<file path="src/ring_buffer_deque_defines.svh">
// Assertion macros for the ring buffer deque.
`ifndef RING_BUFFER_DEQUE_DEFINES_SVH
`define RING_BUFFER_DEQUE_DEFINES_SVH

// Check a consequent in the same cycle as its antecedent.
`define RBD_ASSERT_SAME(label, clk, rst_n, ante, cons) \
	label: assert property (@(posedge clk) disable iff (!rst_n) (ante) |-> (cons)) \
		else $error("ring_buffer_deque: same-cycle check failed");

// Check a consequent in the cycle after its antecedent.
`define RBD_ASSERT_NEXT(label, clk, rst_n, ante, cons) \
	label: assert property (@(posedge clk) disable iff (!rst_n) (ante) |=> (cons)) \
		else $error("ring_buffer_deque: next-cycle check failed");

`endif

</file>
<file path="src/rbd_pkg.sv">
`timescale 1ns / 1ps
package rbd_pkg;

	localparam int DEPTH  = 16;
	localparam int WORD_W = 32;
	localparam int IDX_W  = (DEPTH > 1) ? $clog2(DEPTH) : 1;
	localparam int CNT_W  = $clog2(DEPTH + 1);
	localparam int CFG_W  = 5;
	localparam int OCC_W  = 5;
	localparam int OUT_W  = 32;

	typedef enum logic [1:0] {
		MODE_INSERT  = 2'd0,
		MODE_POP     = 2'd1,
		MODE_DEQUEUE = 2'd2,
		MODE_NOP     = 2'd3
	} mode_t;

	// Outcome of one transaction, known at accept time.
	typedef struct packed {
		logic             ok;
		logic             take;
		logic [CNT_W-1:0] occ;
		logic [CNT_W-1:0] cap;
	} step_t;

	// Memory request issued at accept time.
	typedef struct packed {
		logic             en;
		logic             we;
		logic [IDX_W-1:0] addr;
	} mem_req_t;

endpackage

</file>
<file path="src/rbd_ram.sv">
`timescale 1ns / 1ps
module rbd_ram #(
	parameter int DEPTH  = 16,
	parameter int WIDTH  = 32,
	parameter int ADDR_W = (DEPTH > 1) ? $clog2(DEPTH) : 1
) (
	input  logic              clk,
	input  logic              en,
	input  logic              we,
	input  logic [ADDR_W-1:0] addr,
	input  logic [WIDTH-1:0]  wdata,
	output logic [WIDTH-1:0]  rdata
);

	logic [WIDTH-1:0] mem [DEPTH];

	// When enabled, write on we, otherwise read into the registered rdata.
	always_ff @(posedge clk) begin
		if (en) begin
			if (we) begin
				mem[addr] <= wdata;
			end else begin
				rdata <= mem[addr];
			end
		end
	end

endmodule

</file>
<file path="src/rbd_ctrl.sv">
`timescale 1ns / 1ps
module rbd_ctrl
	import rbd_pkg::*;
(
	input  logic             clk,
	input  logic             arst_n,
	input  logic             cfg_we,
	input  logic [CFG_W-1:0] cfg_data,
	input  logic             step,
	input  mode_t            mode,
	output step_t            res,
	output mem_req_t         req
);

	logic [CNT_W-1:0] cap_q;
	logic [IDX_W-1:0] front_q, back_q;
	logic             full_q;

	logic [CNT_W-1:0] occ, cap_eff, back_p1, front_p1;
	logic [IDX_W-1:0] back_inc, back_dec, front_inc;
	logic             can_ins, can_rem;

	// Clamp a written capacity into 1..DEPTH.
	always_comb begin
		if (cfg_data == '0) begin
			cap_eff = CNT_W'(1);
		end else if (CNT_W'(cfg_data) > CNT_W'(DEPTH) || 32'(cfg_data) > DEPTH) begin
			cap_eff = CNT_W'(DEPTH);
		end else begin
			cap_eff = CNT_W'(cfg_data);
		end
	end

	// Derive occupancy and wrapped neighbor indices.
	always_comb begin
		if (full_q) begin
			occ = cap_q;
		end else if (back_q >= front_q) begin
			occ = CNT_W'(back_q) - CNT_W'(front_q);
		end else begin
			occ = cap_q - CNT_W'(front_q) + CNT_W'(back_q);
		end
		back_p1   = CNT_W'(back_q) + CNT_W'(1);
		front_p1  = CNT_W'(front_q) + CNT_W'(1);
		back_inc  = (back_p1 >= cap_q) ? '0 : IDX_W'(back_p1);
		front_inc = (front_p1 >= cap_q) ? '0 : IDX_W'(front_p1);
		back_dec  = (back_q == '0) ? IDX_W'(cap_q - CNT_W'(1)) : back_q - IDX_W'(1);
		can_ins   = occ < cap_q;
		can_rem   = occ != '0;
	end

	// Decide the outcome and the memory access of this transaction.
	always_comb begin
		res.ok   = 1'b0;
		res.take = 1'b0;
		res.occ  = occ;
		res.cap  = cap_q;
		req.en   = 1'b0;
		req.we   = 1'b0;
		req.addr = back_q;
		case (mode)
			MODE_INSERT: begin
				if (can_ins) begin
					res.ok  = 1'b1;
					res.occ = occ + CNT_W'(1);
					req.en  = step;
					req.we  = 1'b1;
				end
			end
			MODE_POP: begin
				req.addr = back_dec;
				if (can_rem) begin
					res.ok   = 1'b1;
					res.take = 1'b1;
					res.occ  = occ - CNT_W'(1);
					req.en   = step;
				end
			end
			MODE_DEQUEUE: begin
				req.addr = front_q;
				if (can_rem) begin
					res.ok   = 1'b1;
					res.take = 1'b1;
					res.occ  = occ - CNT_W'(1);
					req.en   = step;
				end
			end
			default: begin
			end
		endcase
	end

	// Advance the indices and full mark; a capacity write empties the buffer.
	always_ff @(posedge clk or negedge arst_n) begin
		if (!arst_n) begin
			cap_q   <= CNT_W'(DEPTH);
			front_q <= '0;
			back_q  <= '0;
			full_q  <= 1'b0;
		end else if (cfg_we) begin
			cap_q   <= cap_eff;
			front_q <= '0;
			back_q  <= '0;
			full_q  <= 1'b0;
		end else if (step && res.ok) begin
			case (mode)
				MODE_INSERT: begin
					back_q <= back_inc;
					full_q <= (back_inc == front_q);
				end
				MODE_POP: begin
					back_q <= back_dec;
					full_q <= 1'b0;
				end
				MODE_DEQUEUE: begin
					front_q <= front_inc;
					full_q  <= 1'b0;
				end
				default: begin
				end
			endcase
		end
	end

endmodule

</file>
<file path="src/ring_buffer_deque.sv">
`timescale 1ns / 1ps
// Ring buffer deque: a circular store of signed 32-bit words, a queue at its
// front and a stack at its back.
// Input channel s_*: s_tuser[1:0] is the mode (0 insert, 1 pop, 2 dequeue,
// 3 no operation), s_tdata[31:0] the word to insert.
// Output channel m_*: one result per input transaction. m_tuser[0] is ok,
// m_tdata[31:0] the removed word (0 unless a removal succeeded),
// m_tdata[36:32] the occupancy after the step.
// cfg_we/cfg_data write the capacity (0 reads as 1, above 16 as 16) and
// empty the buffer; write only while no transaction is in flight.
// A result passes the synchronous entry memory read and then the output
// register; a receiver stall can hold it between the two.
// Throughput: one transaction per cycle unless the receiver stalls; the
// pointers move at accept time; each transaction uses the memory port at most once.
// Reset empties the buffer and sets the capacity to 16; stored words are
// not cleared. When the receiver stalls, the output register and the read
// stage hold, and s_tready drops once both are full.
module ring_buffer_deque
	import rbd_pkg::*;
(
	input  logic             clk,
	input  logic             arst_n,
	input  logic             cfg_we,
	input  logic [CFG_W-1:0] cfg_data,
	input  logic             s_tvalid,
	output logic             s_tready,
	input  logic [31:0]      s_tdata,  // value_in[31:0]
	input  logic [1:0]       s_tuser,  // mode[1:0]
	output logic             m_tvalid,
	input  logic             m_tready,
	output logic [39:0]      m_tdata,  // value_out[31:0], occupancy[36:32], zero pad
	output logic [0:0]       m_tuser   // ok[0]
);

	step_t            res;
	mem_req_t         req;
	logic [WORD_W-1:0] rdata;

	logic             accept, advance;
	logic             valid_s1, ok_s1, take_s1;
	logic [CNT_W-1:0] occ_s1;
	logic             m_tvalid_q, ok_q;
	logic [OUT_W-1:0] value_q;
	logic [OCC_W-1:0] occ_q;

	assign accept   = s_tvalid && s_tready;
	assign advance  = valid_s1 && (!m_tvalid_q || m_tready);
	assign s_tready = !valid_s1 || advance;

	rbd_ctrl u_ctrl (
		.clk      (clk),
		.arst_n   (arst_n),
		.cfg_we   (cfg_we),
		.cfg_data (cfg_data),
		.step     (accept),
		.mode     (mode_t'(s_tuser)),
		.res      (res),
		.req      (req)
	);

	rbd_ram #(
		.DEPTH  (DEPTH),
		.WIDTH  (WORD_W),
		.ADDR_W (IDX_W)
	) u_ram (
		.clk   (clk),
		.en    (req.en),
		.we    (req.we),
		.addr  (req.addr),
		.wdata (WORD_W'(s_tdata)),
		.rdata (rdata)
	);

	// Track the transaction waiting on the memory read.
	always_ff @(posedge clk or negedge arst_n) begin
		if (!arst_n) begin
			valid_s1 <= 1'b0;
		end else if (accept) begin
			valid_s1 <= 1'b1;
		end else if (advance) begin
			valid_s1 <= 1'b0;
		end
	end

	// Capture the outcome alongside the read.
	always_ff @(posedge clk) begin
		if (accept) begin
			ok_s1   <= res.ok;
			take_s1 <= res.take;
			occ_s1  <= res.occ;
		end
	end

	// Hold the result until the receiver takes it.
	always_ff @(posedge clk or negedge arst_n) begin
		if (!arst_n) begin
			m_tvalid_q <= 1'b0;
		end else if (advance) begin
			m_tvalid_q <= 1'b1;
		end else if (m_tready) begin
			m_tvalid_q <= 1'b0;
		end
	end

	always_ff @(posedge clk) begin
		if (advance) begin
			ok_q    <= ok_s1;
			value_q <= take_s1 ? OUT_W'(rdata) : '0;
			occ_q   <= OCC_W'(occ_s1);
		end
	end

	assign m_tvalid = m_tvalid_q;
	assign m_tdata  = {3'b000, occ_q, value_q};
	assign m_tuser  = ok_q;

	`include "ring_buffer_deque_defines.svh"

	`RBD_ASSERT_SAME(a_occ_in_range, clk, arst_n, advance, occ_s1 <= res.cap)
	`RBD_ASSERT_NEXT(a_nop_rejected, clk, arst_n, accept && s_tuser == MODE_NOP, valid_s1 && !ok_s1)
	`RBD_ASSERT_SAME(a_stall_cause, clk, arst_n, !s_tready, valid_s1 && m_tvalid_q && !m_tready)

endmodule
</file>
<file path="config.mk">
export PLATFORM = sky130hd
export DESIGN_NAME = ring_buffer_deque
export DESIGN_NICKNAME = d
export VERILOG_FILES = /design/src/rbd_pkg.sv /design/src/rbd_ram.sv /design/src/rbd_ctrl.sv /design/src/ring_buffer_deque.sv
export VERILOG_INCLUDE_DIRS = /design/src /design/src/src
export SDC_FILE = /design/constraint.sdc
export NUM_CORES = 1
export LEC_CHECK = 0
export ABC_AREA = 1
export BUFFER_PORTS_ARGS = -buffer_cell sky130_fd_sc_hd__buf_2
export CAP_MARGIN = 20
export CORE_MARGIN = 2
export CORE_UTILIZATION = 46
export DETAILED_ROUTE_END_ITERATION = 10
export PLACE_DENSITY = 0.61
export RECOVER_POWER = 25
export SLEW_MARGIN = 0
export SYNTH_ARGS = -nofsm -noshare
export SYNTH_HDL_FRONTEND = slang
export SYNTH_SLANG_ARGS = --single-unit
export TNS_END_PERCENT = 100
</file>
<file path="constraint.sdc">
create_clock -name clk -period 13.5 [get_ports clk]
set_clock_uncertainty 0.15 [all_clocks]
set_input_delay 0 -clock clk [delete_from_list [all_inputs] [get_ports clk]]
set_output_delay 0 -clock clk [all_outputs]
set_load 0.05 [all_outputs]
</file>
### After elaboration in Yosys (flattened, before gate mapping)

Memory sizes are Yosys's and may differ from the RTL's. A register that Yosys moved wholly into a read port is not among the register bits.
Index checks and enable logic that the tools add are counted.

| word-level totals | value |
|---|---|
| word-level logic and storage cells | 88 |
| memories kept | 1 |
| ROM bits | 0 |
| memory bits (writable) | 512 |
| bits in latches | 0 |
| flip-flop bits (word level) | 61 |

Memory list:

| memory | depth | bits a word | read ports | clocked after memory_dff | write ports | line | text |
|---|---|---|---|---|---|---|---|
| u_ram.mem | 16 | 32 | 1 | 1 | 1 | rbd_ram.sv:15 | `logic [WIDTH-1:0] mem [DEPTH];` |

| operators by class | value |
|---|---|
| muxes and demuxes | 33 |
| $add $sub $neg | 9 |
| shifts and indexed selects | 0 |
| reductions and logical operators | 23 |
| divide/modulo/power cells | 0 |
| multiply operators | 0 |
| equality and inequality tests | 3 |
| bitwise gates (word level) | 1 |
| $lt $le $gt $ge | 6 |

Operator list:

| kind | count |
|---|---|
| $mux 4 | 8 |
| $mux 5 | 5 |
| $pmux 4 s2 | 2 |
| $mux 1 | 12 |
| $add 4x1->5 const B | 2 |
| $ge 5x5->1 | 2 |
| $gt 5x5->1 const B | 2 |
| $pmux 5 s2 | 1 |
| $reduce_and 2->1 | 4 |
| $reduce_bool 2->1 | 4 |
| $sub 4x1->4 const B | 2 |
| $mux 7 | 1 |
| $pmux 1 s2 | 3 |
| $reduce_bool 3->1 | 2 |
| $add 5x1->5 const B | 1 |
| $add 5x4->5 | 1 |
| $logic_not 5->1 | 1 |
| $lt 5x5->1 | 1 |
| $reduce_bool 5->1 | 1 |
| $sub 4x4->5 | 1 |
| $sub 5x1->5 const B | 1 |
| $sub 5x4->5 | 1 |
| $eq 4x4->1 | 1 |
| $ge 4x4->1 | 1 |
| 10 further kinds | 15 |

### Longest topological paths before layout

Gate-level depths: netlist of run 1.

| logic depth | value |
|---|---|
| word-level depth | 10 |
| gate-level depth with buffers | 23 |
| mapped depth without buffers | 23 |

### Hierarchy

A second synthesis of run 1 with hierarchy kept.

| unflattened totals | value |
|---|---|
| cell total of the unflattened synthesis | 2596 |
| area total of the unflattened synthesis | 26648.1 um^2 |

By module, submodules not included:

| module | area each (um^2) | cells each | times used |
|---|---|---|---|
| rbd_ram | 22549.1 | 2117 | 1 |
| rbd_ctrl | 2357.3 | 351 | 1 |
| ring_buffer_deque | 1741.7 | 128 | 1 |

### Least setup slack after synthesis of run 1

Ideal clock, no wire load.

| timing path | value |
|---|---|
| path type | reg2reg |
| start point | reg u_ctrl.back_q[1] |
| end point | mem u_ram.mem[0][0], enable pin |
| slack | 8.259 ns |
| stages on the path, launching flop included | 20 |
| library setup time | 0.421 ns |
| data required time | 12.929 ns |
| clock period less this slack | 5.241 ns |
| buffers on the path | 0 |
| data arrival time | 4.670 ns |
| cells stage by stage | dfrtp_1 inv_1 fa_1 inv_1 fa_1 nand2_1 nand2_1 a21oi_1 xnor2_1 nand2_1 nand2_1 nand2_1 ha_1 nand2_1 nor2_1 a211oi_1 nand3_2 a21oi_4 nand4_2 nor2_1 |

| between the ends | value |
|---|---|
| cells in the longest elaborated chain, start to end | 9 |
| elaborated cells on any way between the ends | 18 |
| those cells by class | 3 x add/sub; 2 x order compare; 11 x mux; 2 x reduce/logical |

RTL lines:

| what | line | text |
|---|---|---|
| start, declared | rbd_ctrl.sv:16 | `logic [IDX_W-1:0] front_q, back_q;` |
| start signal, assigned | rbd_ctrl.sv:108 | `back_q <= back_inc;` |
| start signal, assigned | rbd_ctrl.sv:112 | `back_q <= back_dec;` |
| $add 5x4->5, or another cell as far along | rbd_ctrl.sv:41 | `occ = cap_q - CNT_W'(front_q) + CNT_W'(back_q);` |
| $mux 5 | rbd_ctrl.sv:38 | `end else if (back_q >= front_q) begin` |
| $mux 5 | rbd_ctrl.sv:36 | `if (full_q) begin` |
| $lt 5x5->1 | rbd_ctrl.sv:48 | `can_ins = occ < cap_q;` |
| $mux 2 | rbd_ctrl.sv:63 | `if (can_ins) begin` |
| $mux 1 | rbd_ctrl.sv:61 | `case (mode)` |
| $mux 1 | rbd_ram.sv:20 | `if (we) begin` |
| $mux 1 | rbd_ram.sv:19 | `if (en) begin` |
| $mux 1 (not written as such) | rbd_ram.sv:21 | `mem[addr] <= wdata;` |
| end, declared | rbd_ram.sv:15 |  |

Parallel ways exist; a longest one is shown, timed or not.

### Worst setup path in the final report of run 1

| timing path | value |
|---|---|
| start point | reg u_ctrl.back_q[1] |
| end point | mem u_ram.mem[5][11], enable pin |

Same word-level chain as after synthesis.

==> impl_metrics.json, run 1 <==
{
  "cts_root_buf": "clkbuf_16",
  "grt_overflow": 0,
  "yosys_warnings": 0,
  "coreArea_mm2": 0.0514,
  "p_leak_nw": 9.77,
  "yosysMostFrequentCell": "edfxtp_1",
  "post-dp-hpwl_um": 34900,
  "regToRegSetupSlack_ps": 8080,
  "htreeDepth": 2,
  "synth.cell_area_mm2": 0.0240,
  "ir_drop_mv": 0.105,
  "place_congestion": 0.937,
  "tightest_slew_ps": 1090,
  "rsz0062_at_grt": "false",
  "period_minus_slack_ps": 5420,
  "area_delta_synth_final_pct": 15.1,
  "design_area_mm2": 0.0276,
  "insertion_delay_ps": 620,
  "io-pin-count": 87,
  "maxCapViolCount": 0,
  "synth_area_per_cell_um2": 14.2,
  "fillers": 4236,
  "synthFlopType": "edfxtp_1",
  "cts_tree": "yes",
  "powerDensity_mw_per_mm2": 194,
  "cp.required_ps": 13580,
  "r2r-end": "u_ram.mem[5][11]",
  "crit_chain": "inv_1, fa_1, inv_1, fa_1, xnor2_1, nand3_1, nand3_1, nand2_1, ha_1, a21oi_1, nor2_1, a211oi_1, nand3_2, a21oi_4, nand4_2, nor2_4",
  "grt_first_pass_wirelength_um": 87000,
  "sw_frac_of_total_pct": 34.4,
  "cp_max_fo": 32,
  "endpoint_kind": "register",
  "arrival_ps": 5500,
  "drive_above_1_share_pct": 11.5,
  "antenna_found_initial": 0,
  "totalWireLength_um": 57800,
  "dieWidth_um": 232,
  "via_per_inst": 5.65,
  "seqPwrFrac_pct": 42.6,
  "crit_path_start": "u_ctrl.back_q[1]",
  "drc": 0,
  "min_from": "m_tready",
  "nNetsFinal": 1910,
  "synth-edff-count": 589,
  "port_buffers": 83,
  "internal_power_w": 0.00352,
  "cts_buffer_depth": 3,
  "status": "finished clean",
  "ys_async_sr_fraction_pct": 2.64,
  "synth.area.top_cells": "edfxtp_1, a22oi_1, nand2_1",
  "max_freq_ghz": 0.184,
  "r2r_start": "u_ctrl.back_q[1]",
  "grt_pass1_vias": 14000,
  "rows": 83,
  "finalCritPeriodShare_pct": 40.2,
  "hold_viol": 0,
  "antenna_cells": 0,
  "die_area_mm2": 0.0540,
  "pwr-share-comb_pct": 28.9,
  "antenna_left": 0,
  "cts_setup_buffers": 0,
  "dr.pass1.iters": 7,
  "slew_violations": 0,
  "tns_ps": 0,
  "grt_max_degree": 87,
  "worst_path_max_delay_cell": "nor2_4",
  "setup_viol": 0,
  "r2r_cells": 16,
  "synth.top_cell.area_share_pct": 73.7,
  "drtIter0Drc": 1646,
  "crit_path_start_kind": "register",
  "cts_resized": 0,
  "synth_top_cell_by_area": "edfxtp_1",
  "worstSetupPathType": "register to register",
  "seq_area_frac_synth_pct": 75.4,
  "grt_usage_pct": 21.7,
  "start_util_pct": 46.7,
  "slew_headroom_pct": 26.9,
  "clock-sinks": 605,
  "numCtsBuffers": 57,
  "crit_path_max_incr_delay_ps": 930,
  "ys_seq_elements": 605,
  "min_path_type": "input port to register",
  "min_path_cells": 5,
  "synth_cell_types": 42,
  "netlist_top_cells_count": "edfxtp_1, nand2_1, a22oi_1",
  "p_sw_w": 0.00184,
  "synth_cells": 1686,
  "placed_area_mm2": 0.0251,
  "clockPowerShare_pct": 28.5,
  "die_h_um": 232,
  "vias": 14400,
  "min_to": "m_tvalid",
  "wl_per_cell_um": 22.6,
  "clk_pin_slew_ps": 60
}
worst max path at each step:
stage	slack (ps)	cells after the start	to
4_1_cts	7930	16	u_ram.mem[2][16]
2_1_floorplan	8260	19	u_ram.mem[0][0]
5_1_grt	7740	19	u_ram.mem[5][11]
6_report	8080	16	u_ram.mem[5][11]
3_5_place_dp	7960	16	u_ram.mem[2][18]
3_3_place_gp	8160	16	u_ram.mem[3][6]
worst max-delay path: cells and delay by family, from the launching register on:
family	cells	cell delay, ps
XOR/XNOR	1	180
buffers and inverters	2	220
AND/OR/NAND/NOR	7	1920
AO/OA/AOI/OAI	3	770
adder cells (fa/ha/maj)	3	1260
flip-flops	1	510
timing repair:
item / 4_1_cts / 5_1_grt
setup endpoints to repair: 0 / 0
endpoints found under the hold margin: 553 / 0
hold buffers: 57 / 0
cell type report:
cell class	count	area [um2]	area share, %
flip-flops and latches	605	18100	65.5
multi-input cells	904	5260	19.1
clock buffers	66	1460	5.29
repair buffers	162	1290	4.69
well taps	680	851	3.08
inverters	98	370	1.34
clock inverters	35	285	1.03
power by group through the flow:
stage	sequential, W	clock [W]	combinational [W]
floorplan	0.00240	0	0.000984
global placement	0.00232	0	0.00152
detailed placement	0.00232	0	0.00152
CTS	0.00228	0.00155	0.00154
global route	0.00229	0.00162	0.00172
finish	0.00228	0.00153	0.00155
cell families after synthesis:
logic type | after synthesis | share of synthesized area, %
flip-flops | 605 | 75.4
AND/OR/NAND/NOR | 550 | 10.1
AO/OA/AOI/OAI | 302 | 8.58
buffers and inverters | 179 | 3.38
adder cells (fa/ha/maj) | 38 | 2.14
XOR/XNOR | 11 | 0.401
other | 1 | 0.0156
per-stage QoR:
stage	power (W)	setup slack, ps	hold slack [ps]	cells	utilization, %
4_1_cts	0.00538	7930	14.2	2540	53.3
2_1_floorplan	0.00338	8260	-446	1688	-
3_3_place_gp	0.00383	8160	-193	2382	48.8
3_5_place_dp	0.00384	7960	-190	2382	48.8
5_1_grt	0.00563	7740	99.9	2550	53.7
6_report	0.00536	8080	51.5	2550	53.7
state kept, by name (all words and copies together) (netlist names):
| register | flops |
|---|---|
| ok_s1 | 1 |
| u_ctrl.full_q | 1 |
| u_ctrl.front_q | 4 |
| u_ctrl.back_q | 4 |
| value_q | 32 |
| u_ctrl.cap_q | 5 |
| m_tvalid | 1 |
| occ_q | 5 |
| valid_s1 | 1 |
| m_tuser | 1 |
| take_s1 | 1 |
| occ_s1 | 5 |
| u_ram.rdata | 32 |
| u_ram.mem | 512 |
cell usage in the layout, fill, tap and decap left out, types with 4 or more instances in the layout:
master / netlist / final
buf_4: 19 / 12
xor2_1: 7 / 7
clkbuf_16: 0 / 57
ha_1: 33 / 33
clkbuf_1: 8 / 30
buf_16: 0 / 6
edfxtp_1: 589 / 589
inv_2: 5 / 5
nand4_1: 18 / 18
nor2_4: 0 / 19
xnor2_1: 4 / 4
bufinv_16: 0 / 4
nor2_1: 55 / 39
o21ai_0: 9 / 9
a21oi_1: 77 / 75
buf_12: 0 / 4
clkinv_1: 2 / 17
clkinv_2: 0 / 11
fa_1: 5 / 5
nand3_1: 153 / 153
nand2_1: 297 / 297
a22oi_1: 197 / 197
dlygate4sd3_1: 0 / 57
dfrtp_1: 15 / 15
inv_1: 91 / 90
nand4_2: 4 / 4
nand2_2: 9 / 9
o22ai_1: 6 / 6
buf_2: 49 / 62
layer usage:
metal  vias up  wire (um)  GRT usage (%)
met4         0       1490           6.77
li1       6578          -              -
met5         -          0              0
met3        89       4580           3.73
met2       581      25900           32.8
met1      7151      25800           32.3
Note: power is estimated with default switching activity, not from simulation.
==> run 2, diff against run 1 <==
--- a/config.mk
+++ b/config.mk
@@ -12,7 +12,7 @@
 export CORE_MARGIN = 2
 export CORE_UTILIZATION = 46
 export DETAILED_ROUTE_END_ITERATION = 10
-export PLACE_DENSITY = 0.61
+export PLACE_DENSITY = 0.64
 export RECOVER_POWER = 25
 export SLEW_MARGIN = 0
 export SYNTH_ARGS = -nofsm -noshare
==> constraint.sdc (replaced) <==
create_clock -name clk -period 4.5 [get_ports clk]
set_clock_uncertainty 0.15 [all_clocks]
set_input_delay 0 -clock clk [delete_from_list [all_inputs] [get_ports clk]]
set_output_delay 0 -clock clk [all_outputs]
set_load 0.05 [all_outputs]
==> impl_metrics.json, run 2 (synthesized netlist as in run 1, its figures left out) <==
{
  "port_buffers": 83,
  "clk_pin_slew_ps": 60,
  "clock-sinks": 605,
  "cp_max_fo": 8,
  "antenna_cells": 0,
  "max_freq_ghz": 0.230,
  "stdcell_count": 2628,
  "htreeDepth": 2,
  "worstSetupPathType": "register to register",
  "fin_worst_hold_slack_ps": 70.2,
  "io-pin-count": 87,
  "vias": 14700,
  "grt_first_pass_wirelength_um": 88100,
  "place_congestion": 0.902,
  "numCtsBuffers": 57,
  "design_area_mm2": 0.0286,
  "placed_area_mm2": 0.0261,
  "crit_path_start_kind": "register",
  "coreArea_mm2": 0.0514,
  "dieWidth_um": 232,
  "dpl.cell_count": 2456,
  "largest-register": "u_ram.mem",
  "path_delay_family": "adder cells",
  "finalCritPeriodShare_pct": 96.6,
  "drive_above_1_share_pct": 15.3,
  "via_per_inst": 5.59,
  "dp_slack_ps": 83.5,
  "post-dp-hpwl_um": 38900,
  "status": "finished clean",
  "period_minus_slack_ps": 4350,
  "drtIter0Drc": 1570,
  "tightest_slew_ps": 1000,
  "slew_violations": 0,
  "ir_drop_mv": 0.359,
  "grt_pass1_vias": 14200,
  "die_h_um": 232,
  "endpoint_kind": "register",
  "cts_tree": "yes",
  "antenna_found_initial": 1,
  "critPathBufInv": 6,
  "area_delta_synth_final_pct": 19.2,
  "largest_register_ffs": 512,
  "grt_overflow": 0,
  "cp_common_cell": "nand3_1",
  "reg_top3": "u_ram.mem x512, u_ram.rdata x32, value_q x32",
  "final_common_cell": "edfxtp_1",
  "layout_setup_ws_ps": 151,
  "cp.required_ps": 4680,
  "die_area_mm2": 0.0540,
  "crit_chain": "inv_2, fa_1, inv_1, fa_2, xnor2_1, nand3_1, nand3_1, nand2_1, ha_1, a21oi_1, nor2_1, a211oi_2, buf_4, nand3_4, a21oi_4, buf_12, nand4_2, buf_6, nor2_4, clkbuf_16",
  "setup_viol": 0,
  "maxCapViolCount": 0,
  "worst_path_max_delay_cell": "fa_1",
  "grt_max_degree": 71,
  "start_util_pct": 46.7,
  "cts_root_buf": "clkbuf_16",
  "hold_viol": 0,
  "arrival_ps": 4520,
  "wl_per_cell_um": 22.9,
  "grt_usage_pct": 22.1,
  "slew_headroom_pct": 33.2,
  "drc": 0,
  "p_leak_nw": 10.2,
  "insertion_delay_ps": 620,
  "min_path_type": "input port to register",
  "antenna_left": 0,
  "cts_buffer_depth": 3,
  "nNetsFinal": 1986,
  "powerDensity_mw_per_mm2": 576,
  "rows": 83,
  "crit_path_max_incr_delay_ps": 520,
  "totalWireLength_um": 60300,
  "dr.pass1.iters": 6,
  "layout_common_cells": "edfxtp_1, nand2_1, a22oi_1"
}
[run 2: final cells by class]
class                           count  area [um2]
Tap cell                          680         851
Clock inverter                     30         235
Timing Repair Buffer              238        2240
Clock buffer                       73        1500
Sequential cell                   605       18100
Inverter                           98         370
Fill cell                        4091       22800
Multi-Input combinational cell    904        5320
[run 2: timing repair]
item / in CTS / in global routing
setup buffers: 0 / 10
endpoints found under the setup margin: 0 / 544
endpoints found under the hold margin: 569 / 0
resized for setup: 0 / 11
hold buffers: 54 / 0
[run 2: layer usage]
layer	vias up	track usage [%]	routed length, um
met5	-	0	9
met4	2	5.41	1160
met3	77	4.38	4510
met2	565	35.0	28800
met1	7323	31.6	25800
li1	6733	-	-
[run 2: per-stage QoR]
stage	util [%]	total power (W)	TNS, ps
finish	55.6	0.0165	0
global route	55.6	0.0173	-1230
CTS	55.1	0.0164	0
detailed placement	50.7	0.0118	0
global placement	50.7	0.0118	0
floorplan	-	0.0102	-134800
[run 2: worst paths after layout]
| kind | start | to | slack (ps) | cells past startpoint |
|---|---|---|---|---|
| worst max register to register | u_ctrl.cap_q[1] | u_ram.mem[9][7] | 150 | 20 |
| worst max-delay path | u_ctrl.cap_q[1] | u_ram.mem[9][7] | 150 | 20 |
| max in group asynchronous | arst_n | u_ctrl.front_q[2] | 3350 | 3 |
| worst min register to register | occ_s1[0] | occ_q[0] | 270 | 0 |
| min in group asynchronous | arst_n | m_tvalid | 370 | 3 |
| worst min-delay path | m_tready | m_tvalid | 70 | 5 |
[run 2: worst reg2reg max path, cell delays in order, from the launching register on]
cell	delay, ps
dfrtp_1	380
inv_2	60
fa_1	530
inv_1	70
fa_2	350
xnor2_1	200
nand3_1	100
nand3_1	110
nand2_1	80
ha_1	300
a21oi_1	130
nor2_1	70
a211oi_2	140
buf_4	150
nand3_4	100
a21oi_4	250
buf_12	150
nand4_2	80
buf_6	180
nor2_4	260
clkbuf_16	220
[run 2: power breakdown]
group | switching, W | internal (W) | total [W] | leakage (nW)
Combinational | 0.00349 | 0.00165 | 0.00514 | 3.83
Sequential | 0.000112 | 0.00669 | 0.00680 | 5.55
Clock | 0.00200 | 0.00251 | 0.00452 | 0.842
==> run 3, diff against run 2 <==
--- a/config.mk
+++ b/config.mk
@@ -6,13 +6,12 @@
 export SDC_FILE = /design/constraint.sdc
 export NUM_CORES = 1
 export LEC_CHECK = 0
-export ABC_AREA = 1
 export BUFFER_PORTS_ARGS = -buffer_cell sky130_fd_sc_hd__buf_2
-export CAP_MARGIN = 20
 export CORE_MARGIN = 2
 export CORE_UTILIZATION = 46
 export DETAILED_ROUTE_END_ITERATION = 10
-export PLACE_DENSITY = 0.64
+export GPL_ROUTABILITY_DRIVEN = 0
+export PLACE_DENSITY = 0.63
 export RECOVER_POWER = 25
 export SLEW_MARGIN = 0
 export SYNTH_ARGS = -nofsm -noshare
==> impl_metrics.json, run 3 <==
{
  "path_delay_family": "simple AND/OR/NAND/NOR gates",
  "die_h_um": 236,
  "min_path_cells": 4,
  "synthFlopType": "edfxtp_1",
  "die_area_mm2": 0.0556,
  "synth_cells": 1283,
  "rows": 84,
  "grt_max_degree": 39,
  "min_path_type": "input port to register",
  "total_power_w": 0.0140,
  "final_common_cell": "edfxtp_1",
  "synth.area.top_cells": "edfxtp_1, mux4_2, and2_1",
  "vias": 12900,
  "period_minus_slack_ps": 4510,
  "critPathBufInv": 7,
  "crit_path_max_incr_delay_ps": 520,
  "placed_area_mm2": 0.0269,
  "synth.top_cell.area_share_pct": 71.6,
  "cts_tree": "yes",
  "grt_pass1_vias": 13300,
  "drtIter0Drc": 1194,
  "crit_chain": "inv_2, fa_1, inv_2, fa_2, nand3_4, and3b_2, a2111oi_4, or3_4, inv_4, ha_4, and4_4, a21oi_2, nand2_2, a21oi_4, buf_6, nand4_1, buf_6, nor2_4, buf_12, buf_12",
  "clk_pin_slew_ps": 60,
  "worstSetupPathType": "register to register",
  "slew_headroom_pct": 40.7,
  "cp_max_fo": 14,
  "p_leak_nw": 10.0,
  "powerDensity_mw_per_mm2": 472,
  "endpoint_kind": "register",
  "synth_top_cell_by_area": "edfxtp_1",
  "seq_area_frac_synth_pct": 73.2,
  "hold_viol": 0,
  "cts_buffer_depth": 3,
  "slew_violations": 0,
  "synth.cell_area_mm2": 0.0247,
  "coreArea_mm2": 0.0529,
  "clock-sinks": 605,
  "setup_viol": 9,
  "grt_usage_pct": 20.1,
  "drive_above_1_share_pct": 28.3,
  "insertion_delay_ps": 620,
  "cts_root_buf": "clkbuf_16",
  "nNetsFinal": 1610,
  "grt_overflow": 0,
  "largest-register": "u_ram.mem",
  "max_freq_ghz": 0.222,
  "layout_setup_ws_ps": -6.10,
  "status": "complete, but fails checks",
  "r2r_cells": 20,
  "design_area_mm2": 0.0297,
  "netlist_top_cells_count": "edfxtp_1, mux4_2, and2_1",
  "numCtsBuffers": 60,
  "min_from": "m_tready",
  "dr.pass1.iters": 5,
  "ys_async_sr_fraction_pct": 2.64,
  "start_util_pct": 46.7,
  "tightest_slew_ps": 886,
  "reg_top3": "u_ram.mem x512, u_ram.rdata x32, value_q x32",
  "violations": "negative setup slack",
  "htreeDepth": 2,
  "post-dp-hpwl_um": 34200,
  "yosysMostFrequentCell": "edfxtp_1",
  "tns_ps": -20.3,
  "crit_path_start_kind": "register",
  "r2r_start": "u_ctrl.cap_q[1]",
  "port_buffers": 83,
  "rsz0062_at_grt": "true",
  "synth_cell_types": 66,
  "layout_common_cells": "edfxtp_1, mux4_2, clkbuf_16",
  "min_to": "m_tvalid",
  "antenna_left": 0,
  "worst_path_max_delay_cell": "fa_1",
  "ys_seq_elements": 605,
  "antenna_cells": 0,
  "ir_drop_mv": 0.321,
  "area_delta_synth_final_pct": 20.4,
  "dieWidth_um": 236,
  "antenna_found_initial": 2,
  "synth_area_per_cell_um2": 19.3,
  "cp.required_ps": 4670,
  "via_per_inst": 5.68,
  "arrival_ps": 4670,
  "synth-edff-count": 589,
  "finalCritPeriodShare_pct": 100,
  "grt_first_pass_wirelength_um": 83500,
  "largest_register_ffs": 512,
  "totalWireLength_um": 55700,
  "wl_per_cell_um": 24.6,
  "regToRegSetupSlack_ps": -6,
  "fin_util_pct": 56.3,
  "yosys_warnings": 0,
  "drc": 0,
  "r2r-end": "u_ram.mem[0][16]",
  "maxCapViolCount": 0,
  "io-pin-count": 87
}
-- run 3: worst register-to-register path, delay by kind of cell (launching register included) --
kind,cells,cell delay (ps)
buffers and inverters,7,810
adders and majority gates,3,1140
AOI/OAI and AO/OA,3,470
and+or+nand+nor,7,1230
DFF,1,400
-- run 3: layer usage --
layer  wire (um)  track usage (%)  up-vias
met4        1040             5.56        0
met1       24600             28.4     6713
met3        2630             2.60       66
met2       27400             33.2      386
li1            -                -     5697
met5           0                0        -
-- run 3: how the worst max path moves through the flow --
stage | depth (start not counted) | slack [ps] | end | from
6_report | 20 | -6 | u_ram.mem[0][16] | u_ctrl.cap_q[1]
5_1_grt | 20 | -100 | u_ram.mem[0][16] | u_ctrl.cap_q[3]
4_1_cts | 18 | 40 | u_ram.mem[10][2] | u_ctrl.cap_q[3]
3_5_place_dp | 18 | 50 | u_ram.mem[10][21] | u_ctrl.cap_q[1]
3_3_place_gp | 18 | 110 | u_ram.mem[10][9] | u_ctrl.cap_q[3]
2_1_floorplan | 18 | -200 | u_ram.mem[10][0] | u_ctrl.back_q[2]
-- run 3: final cells by class --
| type | instances | area (um2) |
|---|---|---|
| Tap cell | 688 | 861 |
| Sequential cell | 605 | 18100 |
| Fill cell | 3936 | 23100 |
| Inverter | 35 | 134 |
| Multi-Input combinational cell | 583 | 6420 |
| Timing Repair Buffer | 243 | 2330 |
| Clock buffer | 67 | 1550 |
| Clock inverter | 44 | 352 |
-- run 3: kinds of logic after synthesis --
logic type | count (synthesis) | share of synthesized area (%)
other | 1 | 0.0152
xor gates and xnor gates | 9 | 0.319
AOI/OAI and AO/OA | 163 | 4.32
and+or+nand+nor | 200 | 4.42
DFF | 605 | 73.2
buffers and inverters | 97 | 2.21
adders and majority gates | 38 | 2.08
muxes | 170 | 13.4
-- run 3: through the flow --
| step | worst slack (ps) | std cells | hold slack (ps) |
|---|---|---|---|
| CTS | 40.4 | 2248 | 44.2 |
| global placement | 111 | 2079 | -184 |
| floorplan | -205 | 1285 | -446 |
| global route | -104 | 2265 | 72.4 |
| finish | -6.10 | 2265 | 81.0 |
| detailed placement | 45.5 | 2079 | -180 |
-- run 3: what timing repair did --
item                                    in CTS  in global routing
endpoints found under the hold margin      554                  0
endpoints found under the setup margin       0                518
setup buffers                                0                 10
hold buffers                                58                  0
resized for setup                            0                 28
-- run 3: power breakdown --
group	total, W	internal [W]	switching (W)
clock network	0.00477	0.00266	0.00211
logic	0.00278	0.00115	0.00163
registers	0.00648	0.00643	0.0000429
